[src/rtl/xzr_pkg.sv]
// Shared types, fixed-point constants and the CORDIC arctangent steps for the XZ-plane rotator.
`default_nettype none

package xzr_pkg;

	// coordinate and angle formats
	localparam int COORD_WIDTH = 32;
	localparam int ANGLE_WIDTH = 16;
	localparam int GUARD       = 8;
	// headroom for negation and CORDIC growth (about 2.33x the input magnitude)
	localparam int WORK_WIDTH  = COORD_WIDTH + GUARD + 3;
	// residual angle in Q3.29
	localparam int ANG_WIDTH   = 32;
	localparam int ANG_FRAC    = 29;

	localparam logic signed [ANGLE_WIDTH-1:0] ANGLE_MAX = 16'sd25736;
	localparam logic signed [ANGLE_WIDTH-1:0] ANGLE_MIN = -16'sd25736;

	localparam logic signed [ANG_WIDTH-1:0] ANG_HALF_PI     = 32'sd843314856;
	localparam logic signed [ANG_WIDTH-1:0] ANG_NEG_HALF_PI = -32'sd843314856;
	localparam logic signed [ANG_WIDTH-1:0] ANG_PI          = 32'sd1686629713;

	// 1/K of the CORDIC gain, Q0.30
	localparam int GAIN_WIDTH = 30;
	localparam logic [GAIN_WIDTH-1:0] INV_GAIN = 30'd652032874;

	localparam logic signed [COORD_WIDTH-1:0] COORD_MAX = {1'b0, {(COORD_WIDTH-1){1'b1}}};
	localparam logic signed [COORD_WIDTH-1:0] COORD_MIN = {1'b1, {(COORD_WIDTH-1){1'b0}}};

	typedef struct packed {
		logic signed [COORD_WIDTH-1:0] x_in;
		logic signed [COORD_WIDTH-1:0] y_in;
		logic signed [COORD_WIDTH-1:0] z_in;
		logic signed [ANGLE_WIDTH-1:0] angle_in;
	} vec_in_t;

	typedef struct packed {
		logic signed [COORD_WIDTH-1:0] x_out;
		logic signed [COORD_WIDTH-1:0] y_out;
		logic signed [COORD_WIDTH-1:0] z_out;
		logic                          saturated;
	} vec_out_t;

	// payload carried down the rotation pipeline
	typedef struct packed {
		logic signed [WORK_WIDTH-1:0]  x;
		logic signed [WORK_WIDTH-1:0]  z;
		logic signed [ANG_WIDTH-1:0]   ang;
		logic signed [COORD_WIDTH-1:0] y;
	} cordic_t;

	// atan(2^-i) in Q3.29; past step 9 the cubic term rounds away
	function automatic logic signed [ANG_WIDTH-1:0] atan_step(input int unsigned idx);
		case (idx)
			0:       atan_step = 32'sd421657428;
			1:       atan_step = 32'sd248918915;
			2:       atan_step = 32'sd131521918;
			3:       atan_step = 32'sd66762579;
			4:       atan_step = 32'sd33510843;
			5:       atan_step = 32'sd16771758;
			6:       atan_step = 32'sd8387925;
			7:       atan_step = 32'sd4194219;
			8:       atan_step = 32'sd2097141;
			9:       atan_step = 32'sd1048575;
			default: atan_step = ANG_WIDTH'(1) << (ANG_FRAC - idx);
		endcase
	endfunction

endpackage

`default_nettype wire

[src/rtl/xzr_gain_sat.sv]
// Gain compensation, guard-bit rounding and saturation of one coordinate, three stages.
`default_nettype none

module xzr_gain_sat
	import xzr_pkg::*;
(
	input  wire                           clk,
	input  wire signed [WORK_WIDTH-1:0]   raw,
	output logic signed [COORD_WIDTH-1:0] coord,
	output logic                          clip
);

	// split the operand so each partial product stays near 21 x 30 bits
	localparam int LO_BITS = WORK_WIDTH / 2;
	localparam int HI_BITS = WORK_WIDTH - LO_BITS;
	localparam int PLO_W   = LO_BITS + GAIN_WIDTH;
	localparam int PHI_W   = HI_BITS + GAIN_WIDTH;
	localparam int SUM_W   = PHI_W + LO_BITS + 1;
	localparam int G_W     = SUM_W - GAIN_WIDTH;
	localparam int GX_W    = G_W + 1;
	localparam int R_W     = GX_W - GUARD;

	localparam logic signed [SUM_W-1:0] ROUND_G = SUM_W'(1) << (GAIN_WIDTH - 1);
	localparam logic signed [GX_W-1:0]  ROUND_R = GX_W'(1) << (GUARD - 1);

	logic signed [PHI_W-1:0]  hi_ext;
	logic signed [PHI_W-1:0]  gain_hi;
	logic [PLO_W-1:0]         lo_ext;
	logic [PLO_W-1:0]         gain_lo;
	logic signed [PHI_W-1:0]  prod_hi_s1;
	logic [PLO_W-1:0]         prod_lo_s1;
	logic signed [SUM_W-1:0]  sum;
	logic signed [G_W-1:0]    gain_s2;
	logic signed [GX_W-1:0]   rsum;
	logic signed [R_W-1:0]    rnd;
	logic [R_W-COORD_WIDTH:0] top_bits;
	logic                     ovf;
	logic signed [COORD_WIDTH-1:0] coord_s3;
	logic                     clip_s3;

	// the upper half carries the sign, the lower half is a plain magnitude
	assign hi_ext  = PHI_W'($signed(raw[WORK_WIDTH-1:LO_BITS]));
	assign gain_hi = PHI_W'(INV_GAIN);
	assign lo_ext  = PLO_W'(raw[LO_BITS-1:0]);
	assign gain_lo = PLO_W'(INV_GAIN);

	// stage 1: partial products
	always_ff @(posedge clk) begin
		prod_hi_s1 <= hi_ext * gain_hi;
		prod_lo_s1 <= lo_ext * gain_lo;
	end

	// stage 2: recombine and round half-up out of Q0.30
	assign sum = (SUM_W'(prod_hi_s1) <<< LO_BITS) + SUM_W'(prod_lo_s1) + ROUND_G;

	always_ff @(posedge clk) begin
		gain_s2 <= sum[SUM_W-1:GAIN_WIDTH];
	end

	// stage 3: drop guard bits half-up, then clip to the coordinate range
	assign rsum     = GX_W'(gain_s2) + ROUND_R;
	assign rnd      = rsum[GX_W-1:GUARD];
	assign top_bits = rnd[R_W-1:COORD_WIDTH-1];
	assign ovf      = !((&top_bits) || !(|top_bits));

	always_ff @(posedge clk) begin
		clip_s3 <= ovf;
		if (ovf) begin
			coord_s3 <= rnd[R_W-1] ? COORD_MIN : COORD_MAX;
		end else begin
			coord_s3 <= rnd[COORD_WIDTH-1:0];
		end
	end

	assign coord = coord_s3;
	assign clip  = clip_s3;

endmodule

`default_nettype wire
[config.mk]
export PLATFORM = sky130hd
export DESIGN_NAME = xzr_gain_sat
export DESIGN_NICKNAME = d
export VERILOG_FILES = /design/src/rtl/xzr_pkg.sv /design/src/rtl/xzr_gain_sat.sv
export SDC_FILE = /design/constraint.sdc
export NUM_CORES = 2
export LEC_CHECK = 0
export BUFFER_PORTS_ARGS = -buffer_cell sky130_fd_sc_hd__buf_2
export CORE_MARGIN = 2
export CORE_UTILIZATION = 66
export DETAILED_ROUTE_END_ITERATION = 8
export PLACE_DENSITY = 0.84
export SLEW_MARGIN = 20
export SYNTH_ARGS = -nofsm -noshare
export SYNTH_HDL_FRONTEND = slang
export SYNTH_SLANG_ARGS = --single-unit
[constraint.sdc]
create_clock -name clk -period 8.85 [get_ports clk]
set_input_delay 0.4425 -clock clk [delete_from_list [all_inputs] [get_ports clk]]
set_output_delay 0.4425 -clock clk [all_outputs]
set_load 0.02 [all_outputs]
* Yosys cells after proc, flatten, opt, wreduce, memory -nomap -nowiden
Cells that the tools add are included.
Operators by class: muxes and demuxes 2, add/sub/neg operators 3, $mul 2, reduce and logical (&&, ||, !) cells 5
Operators with widths (number):
- $add A73 B52 Y74 | 1
- $add A74 B30 Y74 const B | 1
- $mux W32 | 2
- $mul A22 B30 Y51 const B | 1
- $mul A21 B29 Y50 const B | 1
- $add A44 B9 Y45 const B | 1
- $reduce_and A6 Y1 | 1
- $reduce_or A6 Y1 | 1
- $logic_not A1 Y1 | 2
- $logic_or A1 B1 Y1 | 1
Word-level totals: bits of input ports 44, register bits after elaboration 178

* Longest topological paths before layout
depth in word-level cells 5, gate-level depth with buffers 24, mapped depth without buffers 23

* Worst setup path before layout
No wires, ideal clock.
path type input port to flip-flop, start point input port raw[9], end point register prod_lo_s1[43], data required time 8.729 ns, stages 20, buffers on the path 0, path slack 2.229 ns, library setup time 0.121 ns, data arrival time 6.500 ns, cells stage by stage fa_1 -> inv_1 -> fa_1 -> inv_1 -> fa_1 -> inv_1 -> fa_1 -> inv_1 -> fa_1 -> fa_1 -> fa_1 -> ha_1 -> nand4_1 -> or3_1 -> a2111oi_0 -> o21bai_1 -> a311oi_1 -> a21o_1 -> a21oi_1 -> xnor2_1
Between the ends: longest elaborated chain between the ends 1
RTL lines:
- start, declared | RTL line xzr_gain_sat.sv:8 | input wire signed [WORK_WIDTH-1:0] raw,
- $mul A21 B29 Y50 | RTL line xzr_gain_sat.sv:50 | prod_lo_s1 <= lo_ext * gain_lo;
- end signal, assigned | RTL line xzr_gain_sat.sv:50
- end, declared | RTL line xzr_gain_sat.sv:31 | logic [PLO_W-1:0] prod_lo_s1;
Every way passes these cells.

* Final worst setup path
start point input port raw[12], end point register prod_lo_s1[50]
The elaborated chain is that of the path after synthesis.

==> results by group <==
Status
  – Status: finished clean

Timing
  – Actual slew at the worst max-slew pin: approximately 0.96 ns
  – FMAX: 129.2 MHz
  – Max Slew Vio Count: 0
  – Crit share post-route: 87.44%
  – Clk_skew: between 0.015 and 0.02 ns
  – Hold Vio Cnt, Final: 0
  – Final Setup Violations: 0
  – Slew margin rel.: between 30% and 40%
  – Post-route minimum period: about 7.7 ns
  – RSZ-0062 raised after global routing: no
  – Final setup TNS: 0 ns

Job
  – Max_cap viols: 0

Route
  – Starting DRT DRC Count: ~1500
  – Total detailed-routing wirelength: ~74 mm
  – Mean number of vias per cell: around 5.8
  – Avg WL per Cell: 22.40 um
  – Antenna viol nets, final: 0
  – 1st-pass router iterations: 6
  – Via count: ~19000
  – # DRC: 0

Cells and area
  – Nets@finish: roughly 3800
  – Util after Layout: a little over two thirds
  – Layout cells sized above 1: between 4 and 5%
  – Antenna cells: 0
  – Synth-to-layout area growth: 5.979%
  – Multi-input gate area: around 21000 um^2
  – Area taken by flip-flops and latches: 3003 um^2
  – # fillers: 3065

GRT
  – Largest net degree at the start of global routing: 33
  – Aggregate global routing overflow: 0
  – Antenna violations before repair: 1
  – First-pass GRT wire length: roughly 120 mm
  – Total GRT Usage: 36.92%
  – Vias in the first global route: around 21000

Die
  – Die Wd: 206.7 um
  – Placeable Area: between 40000 and 50000 um^2
  – Initial core utilization: roughly two thirds
  – Die footprint: ~43000 um^2
  – Die height: 206.7 um
  – Rows: 74
  – I/O Pins: 77

Worst setup path
  – Data arrival time at the worst-slack endpoint: between 8 and 9 ns
  – Critical Path Start Type: input port
  – R2R setup slack: 4.50 ns
  – Critical path's slowest cell: a2111oi_0
  – CP bufs+invs: 5
  – CP Capture Type: flop
  – Top Family by Delay on Critical Path: adder cells
  – Worst path required time: 9.20 ns
  – Critical Path Max Stage Delay: 0.80 ns
  – CP Cell Sequence: buf_2 -> ha_1 -> inv_1 -> fa_1 -> fa_1 -> fa_1 -> fa_1 -> fa_1 -> inv_1 -> fa_1 -> ha_1 -> inv_1 -> or3_1 -> a2111oi_0 -> buf_4 -> o21bai_1 -> a311oi_1 -> a21o_1 -> a21oi_1 -> xnor2_1
  – Crit path top cell by count: fa_1
  – CP Class: in2reg
  – Worst Path Max Fanout: 7

Clocking
  – Clk_lat worst skew: around 0.44 ns
  – Postcts setup bufs: 0
  – Clock sinks: 150
  – Maximum buffer depth of the clock tree: 2
  – Num CTS Buffers: 17
  – H-tree depth: 4
  – Worst-path clk slew: approximately 0.070 ns
  – Post_cts resized: 0
  – CTS Hold Buffers Added: 0
  – Root Buffer: clkbuf_16
  – CTS tree: built

Worst hold path
  – Hold Crit Class: in2reg

Synthesis
  – Synth Register Bits: 150
  – Post-Syn Instances: around 2700
  – Post-synth EDFFs: 0
  – Register area share after synthesis: 11.07%
  – Post-synth net total: 3715
  – Synth unique cells: 64
  – Synth Flop Type: dfxtp_1
  – Netlist Area Pre-Place: 27120 um^2
  – Yosys warning count: 0
  – Asr flop ratio synth: 0%
  – Syn_area_per_cell: slightly above 10 um^2

Placed design
  – IO Port Bufs: 76
  – GP Congestion: between 1 and 1.5
  – Dpl hpwl: around 65 mm
kinds of logic after synthesis:
kind of cell | after synthesis | synth area share (%)
multiplexers | 3 | 0.1107
AND/OR/NAND/NOR | 281 | 5.111
XOR/XNOR | 137 | 4.424
buffers and inverters | 748 | 10.46
flip-flops | 150 | 11.07
AO/OA/AOI/OAI | 326 | 7.787
adder cells (fa/ha/maj) | 1013 | 61.04
state kept, by name, summed over array words and instances, names as in the netlist:
| register | flops |
|---|---|
| prod_hi_s1 | 51 |
| gain_s2 | 37 |
| coord | 32 |
| prod_lo_s1 | 29 |
| clip | 1 |
placed cells by master (no fill, tap or decap), types with 10 or more instances in the layout:
master       n
nor2b_1     10
o21bai_1    15
ha_1       496
nand2_1     65
nor2_1      73
inv_1      732
nand3_1     29
fa_1       517
xnor2_1     83
dfxtp_1    150
xor2_1      54
buf_2       76
a31oi_1     11
o211ai_1    11
clkbuf_16   17
nor3_1      21
o21ai_1     25
a21o_1      55
nand4_1     29
or2_2       10
a21oi_1     95
and3_1      14
o21ai_0     39
layout make-up:
| class | instances | area share, % |
|---|---|---|
| clock inverter | 14 | 0.7051 |
| inverter | 732 | 9.559 |
| sequential | 150 | 10.45 |
| tap | 532 | 2.316 |
| timing repair buffer | 78 | 1.375 |
| clock buffer | 18 | 1.528 |
| multi-input combinational | 1760 | 74.07 |
cells in the mapped netlist, types with 2 or more instances:
library cell    n  area share [%]
o21bai_1       15            0.42
or3_1           6            0.14
nor2b_1        10            0.23
a221oi_1        2           0.065
o21a_1          8            0.22
mux2i_1         3            0.11
a211o_1         4            0.13
o21ai_0        39            0.72
o21ai_2         5            0.16
xnor2_1        83             2.7
a311oi_1        3           0.097
o22ai_1         3           0.069
inv_1         732              10
nor4_1          2           0.046
or2_2          10            0.23
dfxtp_1       150              11
a2111oi_0       8            0.26
nor2_1         73             1.0
and2_1          9            0.21
o211ai_1       11            0.30
a31oi_1        11            0.25
xor2_1         54             1.7
o221ai_1        3           0.097
a21o_1         55             1.5
a41oi_1         5            0.16
a21boi_0        6            0.17
and3_1         14            0.32
nand3_1        29            0.54
buf_6           3            0.12
nand2_1        65            0.90
a21oi_1        95             1.8
o31ai_1         5            0.14
nor3_1         21            0.39
ha_1          496              23
nand4_1        29            0.67
o2bb2ai_1       3           0.097
nand2b_1        4           0.092
fa_1          517              38
o21ai_1        25            0.46
clkbuf_1       10            0.14
a211oi_1        9            0.25
worst reg2reg max path, cell delays in order, from the launching register on:
cell and delay, ns:
dfxtp_1 0.32, inv_1 0.05, ha_1 0.27, inv_1 0.05
ha_1 0.33, a2111oi_0 0.15, a2111oi_0 0.59, nand2_1 0.22
o21ai_0 0.41, a22oi_1 0.29, o21ai_1 0.60, nand4_1 0.48
nor3_1 0.40, xnor2_1 0.16
metal layers:
layer / track usage (%) / vias up / wire (um)
met4: 6.358 / 0 / 1340
met3: 8.571 / 104 / 5748
met1: 54.82 / 9606 / 33860
met2: 56.43 / 675 / 32610
li1: - / 8531 / -
met5: 0 / - / 0
metrics by stage:
step	cell area (um^2)	hold WS, ns	worst slack, ns	std cells
6_report	28750	0.2362	1.111	3284
5_1_grt	28750	0.2389	0.9698	3284
4_1_cts	28740	0.2259	1.327	3284
3_5_place_dp	28100	0.4416	0.9040	3252
3_3_place_gp	28100	0.4398	1.070	3252
2_1_floorplan	27120	0.4309	2.229	2658
path summary, 6_finish.rpt:
kind,from,end,cells past startpoint
worst max register to register,prod_lo_s1[29]$_DFF_P_,gain_s2[42]$_DFF_P_,13
worst min register to register,prod_hi_s1[40]$_DFF_P_,gain_s2[31]$_DFF_P_,1
worst min-delay path,raw[21],prod_hi_s1[1]$_DFF_P_,1
worst max-delay path,raw[12],prod_lo_s1[50]$_DFF_P_,20
Power is not shown: default switching activity piles up to over one toggle a cycle in this logic, so the estimate is an artifact.
