File: config.mk
export PLATFORM = sky130hd
export DESIGN_NAME = xzr_cordic_stage
export DESIGN_NICKNAME = d
export VERILOG_FILES = /design/src/rtl/xzr_pkg.sv /design/src/rtl/xzr_cordic_stage.sv
export SDC_FILE = /design/constraint.sdc
export NUM_CORES = 1
export LEC_CHECK = 0
export ABC_AREA = 1
export CAP_MARGIN = 20
export CORE_ASPECT_RATIO = 1.25
export CORE_UTILIZATION = 65
export DETAILED_ROUTE_END_ITERATION = 10
export DONT_BUFFER_PORTS = 1
export GPL_TIMING_DRIVEN = 0
export PLACE_DENSITY_LB_ADDON = 0.12
export REMOVE_ABC_BUFFERS = 1
export SLEW_MARGIN = 20
export SYNTH_ARGS = -nofsm -noshare
export SYNTH_HDL_FRONTEND = slang
export SYNTH_SLANG_ARGS = --single-unit
File: constraint.sdc
create_clock -name clk -period 1 [get_ports clk]
set_input_delay 0.2 -clock clk [delete_from_list [all_inputs] [get_ports clk]]
set_output_delay 0.2 -clock clk [all_outputs]
set_load 0.005 [all_outputs]
File: src/rtl/xzr_pkg.sv
// Shared types, fixed-point constants and the CORDIC arctangent steps for the XZ-plane rotator.
`default_nettype none

package xzr_pkg;

	// coordinate and angle formats
	localparam int COORD_WIDTH = 32;
	localparam int ANGLE_WIDTH = 16;
	localparam int GUARD       = 8;
	// headroom for negation and CORDIC growth (about 2.33x the input magnitude)
	localparam int WORK_WIDTH  = COORD_WIDTH + GUARD + 3;
	// residual angle in Q3.29
	localparam int ANG_WIDTH   = 32;
	localparam int ANG_FRAC    = 29;

	localparam logic signed [ANGLE_WIDTH-1:0] ANGLE_MAX = 16'sd25736;
	localparam logic signed [ANGLE_WIDTH-1:0] ANGLE_MIN = -16'sd25736;

	localparam logic signed [ANG_WIDTH-1:0] ANG_HALF_PI     = 32'sd843314856;
	localparam logic signed [ANG_WIDTH-1:0] ANG_NEG_HALF_PI = -32'sd843314856;
	localparam logic signed [ANG_WIDTH-1:0] ANG_PI          = 32'sd1686629713;

	// 1/K of the CORDIC gain, Q0.30
	localparam int GAIN_WIDTH = 30;
	localparam logic [GAIN_WIDTH-1:0] INV_GAIN = 30'd652032874;

	localparam logic signed [COORD_WIDTH-1:0] COORD_MAX = {1'b0, {(COORD_WIDTH-1){1'b1}}};
	localparam logic signed [COORD_WIDTH-1:0] COORD_MIN = {1'b1, {(COORD_WIDTH-1){1'b0}}};

	typedef struct packed {
		logic signed [COORD_WIDTH-1:0] x_in;
		logic signed [COORD_WIDTH-1:0] y_in;
		logic signed [COORD_WIDTH-1:0] z_in;
		logic signed [ANGLE_WIDTH-1:0] angle_in;
	} vec_in_t;

	typedef struct packed {
		logic signed [COORD_WIDTH-1:0] x_out;
		logic signed [COORD_WIDTH-1:0] y_out;
		logic signed [COORD_WIDTH-1:0] z_out;
		logic                          saturated;
	} vec_out_t;

	// payload carried down the rotation pipeline
	typedef struct packed {
		logic signed [WORK_WIDTH-1:0]  x;
		logic signed [WORK_WIDTH-1:0]  z;
		logic signed [ANG_WIDTH-1:0]   ang;
		logic signed [COORD_WIDTH-1:0] y;
	} cordic_t;

	// atan(2^-i) in Q3.29; past step 9 the cubic term rounds away
	function automatic logic signed [ANG_WIDTH-1:0] atan_step(input int unsigned idx);
		case (idx)
			0:       atan_step = 32'sd421657428;
			1:       atan_step = 32'sd248918915;
			2:       atan_step = 32'sd131521918;
			3:       atan_step = 32'sd66762579;
			4:       atan_step = 32'sd33510843;
			5:       atan_step = 32'sd16771758;
			6:       atan_step = 32'sd8387925;
			7:       atan_step = 32'sd4194219;
			8:       atan_step = 32'sd2097141;
			9:       atan_step = 32'sd1048575;
			default: atan_step = ANG_WIDTH'(1) << (ANG_FRAC - idx);
		endcase
	endfunction

endpackage

`default_nettype wire

File: src/rtl/xzr_cordic_stage.sv
// One registered micro-rotation of the rotation-mode CORDIC pipeline.
`default_nettype none

module xzr_cordic_stage
	import xzr_pkg::*;
#(
	parameter int unsigned STAGE = 0
) (
	input  wire           clk,
	input  wire           arst_n,
	input  wire           feed_vld,
	input  wire cordic_t  feed,
	output logic          rot_vld,
	output cordic_t       rot
);

	localparam logic signed [ANG_WIDTH-1:0] STEP = atan_step(STAGE);

	logic signed [WORK_WIDTH-1:0] dx;
	logic signed [WORK_WIDTH-1:0] dz;
	cordic_t                      nxt;
	logic                         rot_vld_s1;
	cordic_t                      rot_s1;

	assign dx = feed.z >>> STAGE;
	assign dz = feed.x >>> STAGE;

	// rotate toward zero residual angle
	always_comb begin
		nxt = feed;
		if (!feed.ang[ANG_WIDTH-1]) begin
			nxt.x   = feed.x - dx;
			nxt.z   = feed.z + dz;
			nxt.ang = feed.ang - STEP;
		end else begin
			nxt.x   = feed.x + dx;
			nxt.z   = feed.z - dz;
			nxt.ang = feed.ang + STEP;
		end
	end

	// advance the valid bit
	always_ff @(posedge clk or negedge arst_n) begin
		if (!arst_n) begin
			rot_vld_s1 <= 1'b0;
		end else begin
			rot_vld_s1 <= feed_vld;
		end
	end

	// advance the payload
	always_ff @(posedge clk) begin
		rot_s1 <= nxt;
	end

	assign rot_vld = rot_vld_s1;
	assign rot     = rot_s1;

endmodule

`default_nettype wire

==> out/metrics.yaml, run 1 <==
outcome: "did not finish"
haltStage: "global routing"
firstError: "[ERROR GRT-0116] Global routing finished with congestion. Check the congestion regions in the DRC Viewer."
h-tree-depth: 4
dp_hpwl_um: 47300
start_util: 0.667
grt_max_degree: 97
rows: 61
ys_seq_elements: 150
syn_area_mm2: 0.0149
pin_count: 304
seq_area_frac_synth: 0.202
placed_area_mm2: 0.0149
synth_area_leader_cell: "nand2_1"
synth_edf_count: 0
yosysWarnings: 0
root_buffer: "clkbuf_16"
die_y_um: 171
grt_pass1_vias: 24500
postSynth.asyncResetShare: 0.00667
gp_congestion: 1.04
grt-ovfl-total: 655
portBuffers: 0
ys_dominant_reg_cell: "dfxtp_1"
cts_buffers: 17
grt_pass1_wl_um: 160000
clk_path_buf_depth: 2
synthTopCellsByCount: "nand2_1 (821), inv_1 (376), nor2_1 (249)"
die_w_um: 137
avgSynthCellArea_um2: 5.88
dp.cells: 2758
synth.top_cell.area_share: 0.207
synth.most_common_cell: "nand2_1"
cts_sinks: 150
grt_util_all_layers: 0.899
synth_area_leaders: "nand2_1 (21%), dfxtp_1 (20%), ha_1 (13%)"
ys_types: 42
netlist_instances: 2533
-- timing repair --
action / CTS
gates resized for setup: 835
hold endpoints to repair: 107
setup buffers: 159
pin swaps: 244
hold buffers: 39
gates cloned: 5
endpoints found under the setup margin: 132
-- per-stage QoR --
step | TNS, ps | setup slack, ps | hold slack, ps
after floorplan | -95230 | -1420 | -95.6
after global placement | -166220 | -2440 | -95.6
after CTS | -26850 | -365 | -118
after detailed placement | -144670 | -1800 | -95.6
-- metal layers --
metal,GRT overflow,GRT usage
met5,3,0.562
met2,402,1.05
met1,31,0.858
met3,14,0.786
met4,205,0.942
-- kinds of logic after synthesis --
| family | count (synthesis) | synth area share |
|---|---|---|
| adders and majority gates | 158 | 0.135 |
| xor gates and xnor gates | 51 | 0.0300 |
| buffers and inverters | 439 | 0.121 |
| and+or+nand+nor | 1379 | 0.381 |
| DFF | 150 | 0.202 |
| AOI/OAI and AO/OA | 356 | 0.131 |
==> inputs of run 2 (changes only) <==
--- a/config.mk
+++ b/config.mk
@@ -7,12 +7,11 @@
 export LEC_CHECK = 0
 export ABC_AREA = 1
 export CAP_MARGIN = 20
-export CORE_ASPECT_RATIO = 1.25
-export CORE_UTILIZATION = 65
+export CORE_UTILIZATION = 40
 export DETAILED_ROUTE_END_ITERATION = 10
 export DONT_BUFFER_PORTS = 1
 export GPL_TIMING_DRIVEN = 0
-export PLACE_DENSITY_LB_ADDON = 0.12
+export PLACE_DENSITY_LB_ADDON = 0.15
 export REMOVE_ABC_BUFFERS = 1
 export SLEW_MARGIN = 20
 export SYNTH_ARGS = -nofsm -noshare
==> run 2 against run 1 <==
Compared with the run above: the flow now finishes, with violations (hold timing, setup timing); synthesized area did not move; synthesized cell count is the same.
==> out/metrics.yaml, run 2 <==
layout-drive-gt1-share: 0.327
h-tree-depth: 4
totalWireLength_um: 65700
rsz0062_at_grt: "yes"
grt_pass1_wl_um: 95700
dp_slack_ps: -1610
portBuffers: 0
largest_register_ffs: 149
hp-start: "feed[63]"
failed_checks: "hold timing, setup timing"
min_period_ps: 1480
core_area_mm2: 0.0366
cap_viol_max_count: 0
min_period_over_period: 1.48
outcome: "complete, but fails checks"
final_core_util: 0.567
cts_buffers: 17
synth.top_cell.area_share: 0.207
avgSynthCellArea_um2: 5.88
final_nets: 2998
grt_max_degree: 95
setup_viol: 146
hold_depth: 2
synth_edf_count: 0
synth_area_leaders: "nand2_1 (21%), dfxtp_1 (20%), ha_1 (13%)"
fillCellCount: 3528
ys_seq_elements: 150
holdWs_ps: -110
synth_area_leader_cell: "nand2_1"
cp.arrival_ps: 1810
ys_dominant_reg_cell: "dfxtp_1"
dieArea_mm2: 0.0380
finalMaxSlewViolations: 0
clkTransAtPathRegs_ps: 70
wl_per_cell_um: 20.8
grt-ovfl-total: 0
maxSlewHeadroom: 0.620
dp_hpwl_um: 51100
cp-start-kind: "input port"
die_y_um: 195
fin_ws_ps: -482
antenna_found_initial: 0
gp_congestion: 0.977
drt_iter0_drc: 985
path_class: "input port to register"
max_slew.worst_pin.slew_ps: 570
start_util: 0.407
fin_setup_tns_ps: -35270
vias_per_cell: 5.46
holdBufCountCts: 41
root_buffer: "clkbuf_16"
seq_area_frac_synth: 0.202
layout_common_cells: "nand2_1 (621), inv_1 (303), nand3_1 (199), nand2_2 (149), buf_4 (140)"
cellPowerDensity_mw_per_mm2: 1240
vdd_drop_max_mv: 1.14
leakage_nw: 10.0
endpoint_kind: "register"
hold_violations: 32
die_w_um: 195
placed_area_mm2: 0.0151
postSynth.asyncResetShare: 0.00667
pin_count: 304
syn_area_mm2: 0.0149
cts_tree: "yes"
min_to: "rot[139]$_DFF_P_"
antenna_cells: 0
netlist_instances: 2533
design_area_mm2: 0.0207
fmax_mhz: 675
cts_sinks: 150
clk_path_buf_depth: 2
grt_pass1_vias: 16500
dr_total_vias: 17300
required_ps: 1330
final_common_cell: "nand2_1"
rows: 70
synthTopCellsByCount: "nand2_1 (821), inv_1 (376), nor2_1 (249)"
synth.most_common_cell: "nand2_1"
area_growth_syn_to_layout_pct: 39.2
yosysWarnings: 0
timing.critical_path.fanout_max: 6
firstDrtPassIters: 7
grt_util_all_layers: 0.332
hold_class: "input port to register"
final_antenna_net_count: 0
ys_types: 42
route.detailed.drc: 0
==> run 2: cell counts after synthesis <==
No cell type changed its count.
==> run 2: kinds of logic (layout without fill, tap and decap cells) <==
family | after synthesis | in the layout | synth area share
AND/OR/NAND/NOR | 1379 | 1379 | 0.381
buffers and inverters | 439 | 606 | 0.121
adder cells (fa/ha/maj) | 158 | 158 | 0.135
XOR/XNOR | 51 | 51 | 0.0300
flip-flops | 150 | 150 | 0.202
AO/OA/AOI/OAI | 356 | 356 | 0.131
==> run 2: where the power goes <==
| part | switching [W] | total, W | internal (W) | leakage [nW] |
|---|---|---|---|---|
| combinational | 0.00702 | 0.0112 | 0.00416 | 8.47 |
| sequential | 0.000561 | 0.00754 | 0.00698 | 1.27 |
| clock | 0.00328 | 0.00710 | 0.00382 | 0.295 |
| total | 0.0109 | 0.0258 | 0.0150 | 10.0 |
==> run 2: area by class of cell <==
cell class / count / area, um^2 / area share
Sequential cell: 150 / 3040 / 0.146
Inverter: 380 / 1540 / 0.0744
Clock inverter: 14 / 188 / 0.00905
Multi-Input combinational cell: 1944 / 13300 / 0.642
Clock buffer: 18 / 429 / 0.0207
Tap cell: 468 / 586 / 0.0282
Timing Repair Buffer: 194 / 1640 / 0.0789
==> run 2: through the flow <==
step / instances / power [W]
after floorplan: 2474 / 0.0127
after global placement: 2942 / 0.0151
after detailed placement: 2943 / 0.0151
after CTS: 3094 / 0.0242
after global routing: 3168 / 0.0272
final: 3168 / 0.0258
==> run 2: worst max path at each step <==
stage,startpoint,endpoint,slack [ps]
floorplan,feed[63],rot[55]$_DFF_P_,-1420
global placement,feed[63],rot[61]$_DFF_P_,-2640
detailed placement,feed[64],rot[96]$_DFF_P_,-1610
CTS,feed[84],rot[100]$_DFF_P_,-420
global route,feed[84],rot[93]$_DFF_P_,-510
finish,feed[68],rot[92]$_DFF_P_,-480
==> run 2: routing by layer <==
metal / GRT usage / wire length, um / vias up
met2: 0.568 / 30900 / 657
met3: 0.0606 / 4260 / 150
met4: 0.151 / 3310 / 0
met1: 0.403 / 27300 / 8170
li1: - / - / 8317
met5: 0 / 0 / -
==> run 2: critical path: stages <==
cell and delay (ps):
inv_1 50, ha_4 320, buf_6 160, nor2_4 120, nand2_1 80, nor2_1 100, nand2_1 70, nand3_2 90
nand2_2 70, nand2_4 110, nand2_2 60, nand2_1 60, nand2_1 80, nand3_1 110, nand2_2 110
==> run 2: timing repair <==
item,in CTS,in global routing
buffers inserted,78,74
cloned,0,0
resized for setup,550,441
endpoints found under the setup margin,213,253
endpoints found under the hold margin,107,65
pin swaps,94,172
Note: power is estimated with default switching activity, not from simulation.
==> inputs of run 3 (changes only) <==
--- a/config.mk
+++ b/config.mk
@@ -7,7 +7,7 @@
 export LEC_CHECK = 0
 export ABC_AREA = 1
 export CAP_MARGIN = 20
-export CORE_UTILIZATION = 40
+export CORE_UTILIZATION = 55
 export DETAILED_ROUTE_END_ITERATION = 10
 export DONT_BUFFER_PORTS = 1
 export GPL_TIMING_DRIVEN = 0
==> run 3 against run 2 <==
Compared with the run above: the flow now stops in global routing; synthesized cell count stayed put; synthesized area stayed put.
==> out/metrics.yaml, run 3 <==
synth_edf_count: 0
clk_path_buf_depth: 2
synth-simple-area-share: 0.381
avgSynthCellArea_um2: 5.88
die_w_um: 167
grt_util_all_layers: 0.731
grt-ovfl-total: 78
root_buffer: "clkbuf_16"
cts_buffers: 17
haltStage: "global routing"
netlist_instances: 2533
synth_top_family_by_area: "simple AND/OR/NAND/NOR gates"
rows: 59
synth_mux_area_frac: 0
h-tree-depth: 4
synth.top_cell.area_share: 0.207
synth_area_leader_cell: "nand2_1"
portBuffers: 0
worst-ep-kind: "register input"
crit_endpoint: "rot[99]$_DFF_P_/D"
postSynth.asyncResetShare: 0.00667
firstError: "[ERROR GRT-0232] Routing congestion too high. Check the congestion heatmap in the GUI."
ys_dominant_reg_cell: "dfxtp_1"
synth_fa_ha_area_frac: 0.135
syn_area_mm2: 0.0149
synth-compound-area-share: 0.131
outcome: "did not finish"
start_util: 0.566
ys_seq_elements: 150
synthXorXnorAreaFrac: 0.0300
synth_area_leaders: "nand2_1 (21%), dfxtp_1 (20%), ha_1 (13%)"
ys_types: 42
pin_count: 304
synthTopCellsByCount: "nand2_1 (821), inv_1 (376), nor2_1 (249)"
synth.most_common_cell: "nand2_1"
placed_area_mm2: 0.0150
yosysWarnings: 0
grt_max_degree: 97
die_y_um: 167
seq_area_frac_synth: 0.202
gp_congestion: 1.02
dp_hpwl_um: 46800
cts_sinks: 150
==> run 3: cell families after synthesis <==
group                      Yosys count
AOI/OAI and AO/OA                  356
xor gates and xnor gates            51
adders and majority gates          158
buffers and inverters              439
DFF                                150
and+or+nand+nor                   1379
==> run 3: stage by stage <==
stage	TNS (ps)	setup WS [ps]	instances	util
2_1_floorplan	-95230	-1420	2474	-
3_3_place_gp	-172920	-2560	2809	0.567
3_5_place_dp	-146060	-1730	2810	0.568
4_1_cts	-30540	-421	3019	0.761
==> run 3: routing by layer <==
| layer | overflow | track usage |
|---|---|---|
| met2 | 42 | 0.918 |
| met4 | 33 | 0.711 |
| met1 | 2 | 0.733 |
| met5 | 0 | 0.317 |
| met3 | 1 | 0.553 |
==> run 3: timing repair <==
item / 4_1_cts
hold buffers: 40
endpoints found under the hold margin: 105
gates cloned: 4
buffers inserted: 133
resized for setup: 792
pin swaps: 223
endpoints found under the setup margin: 123
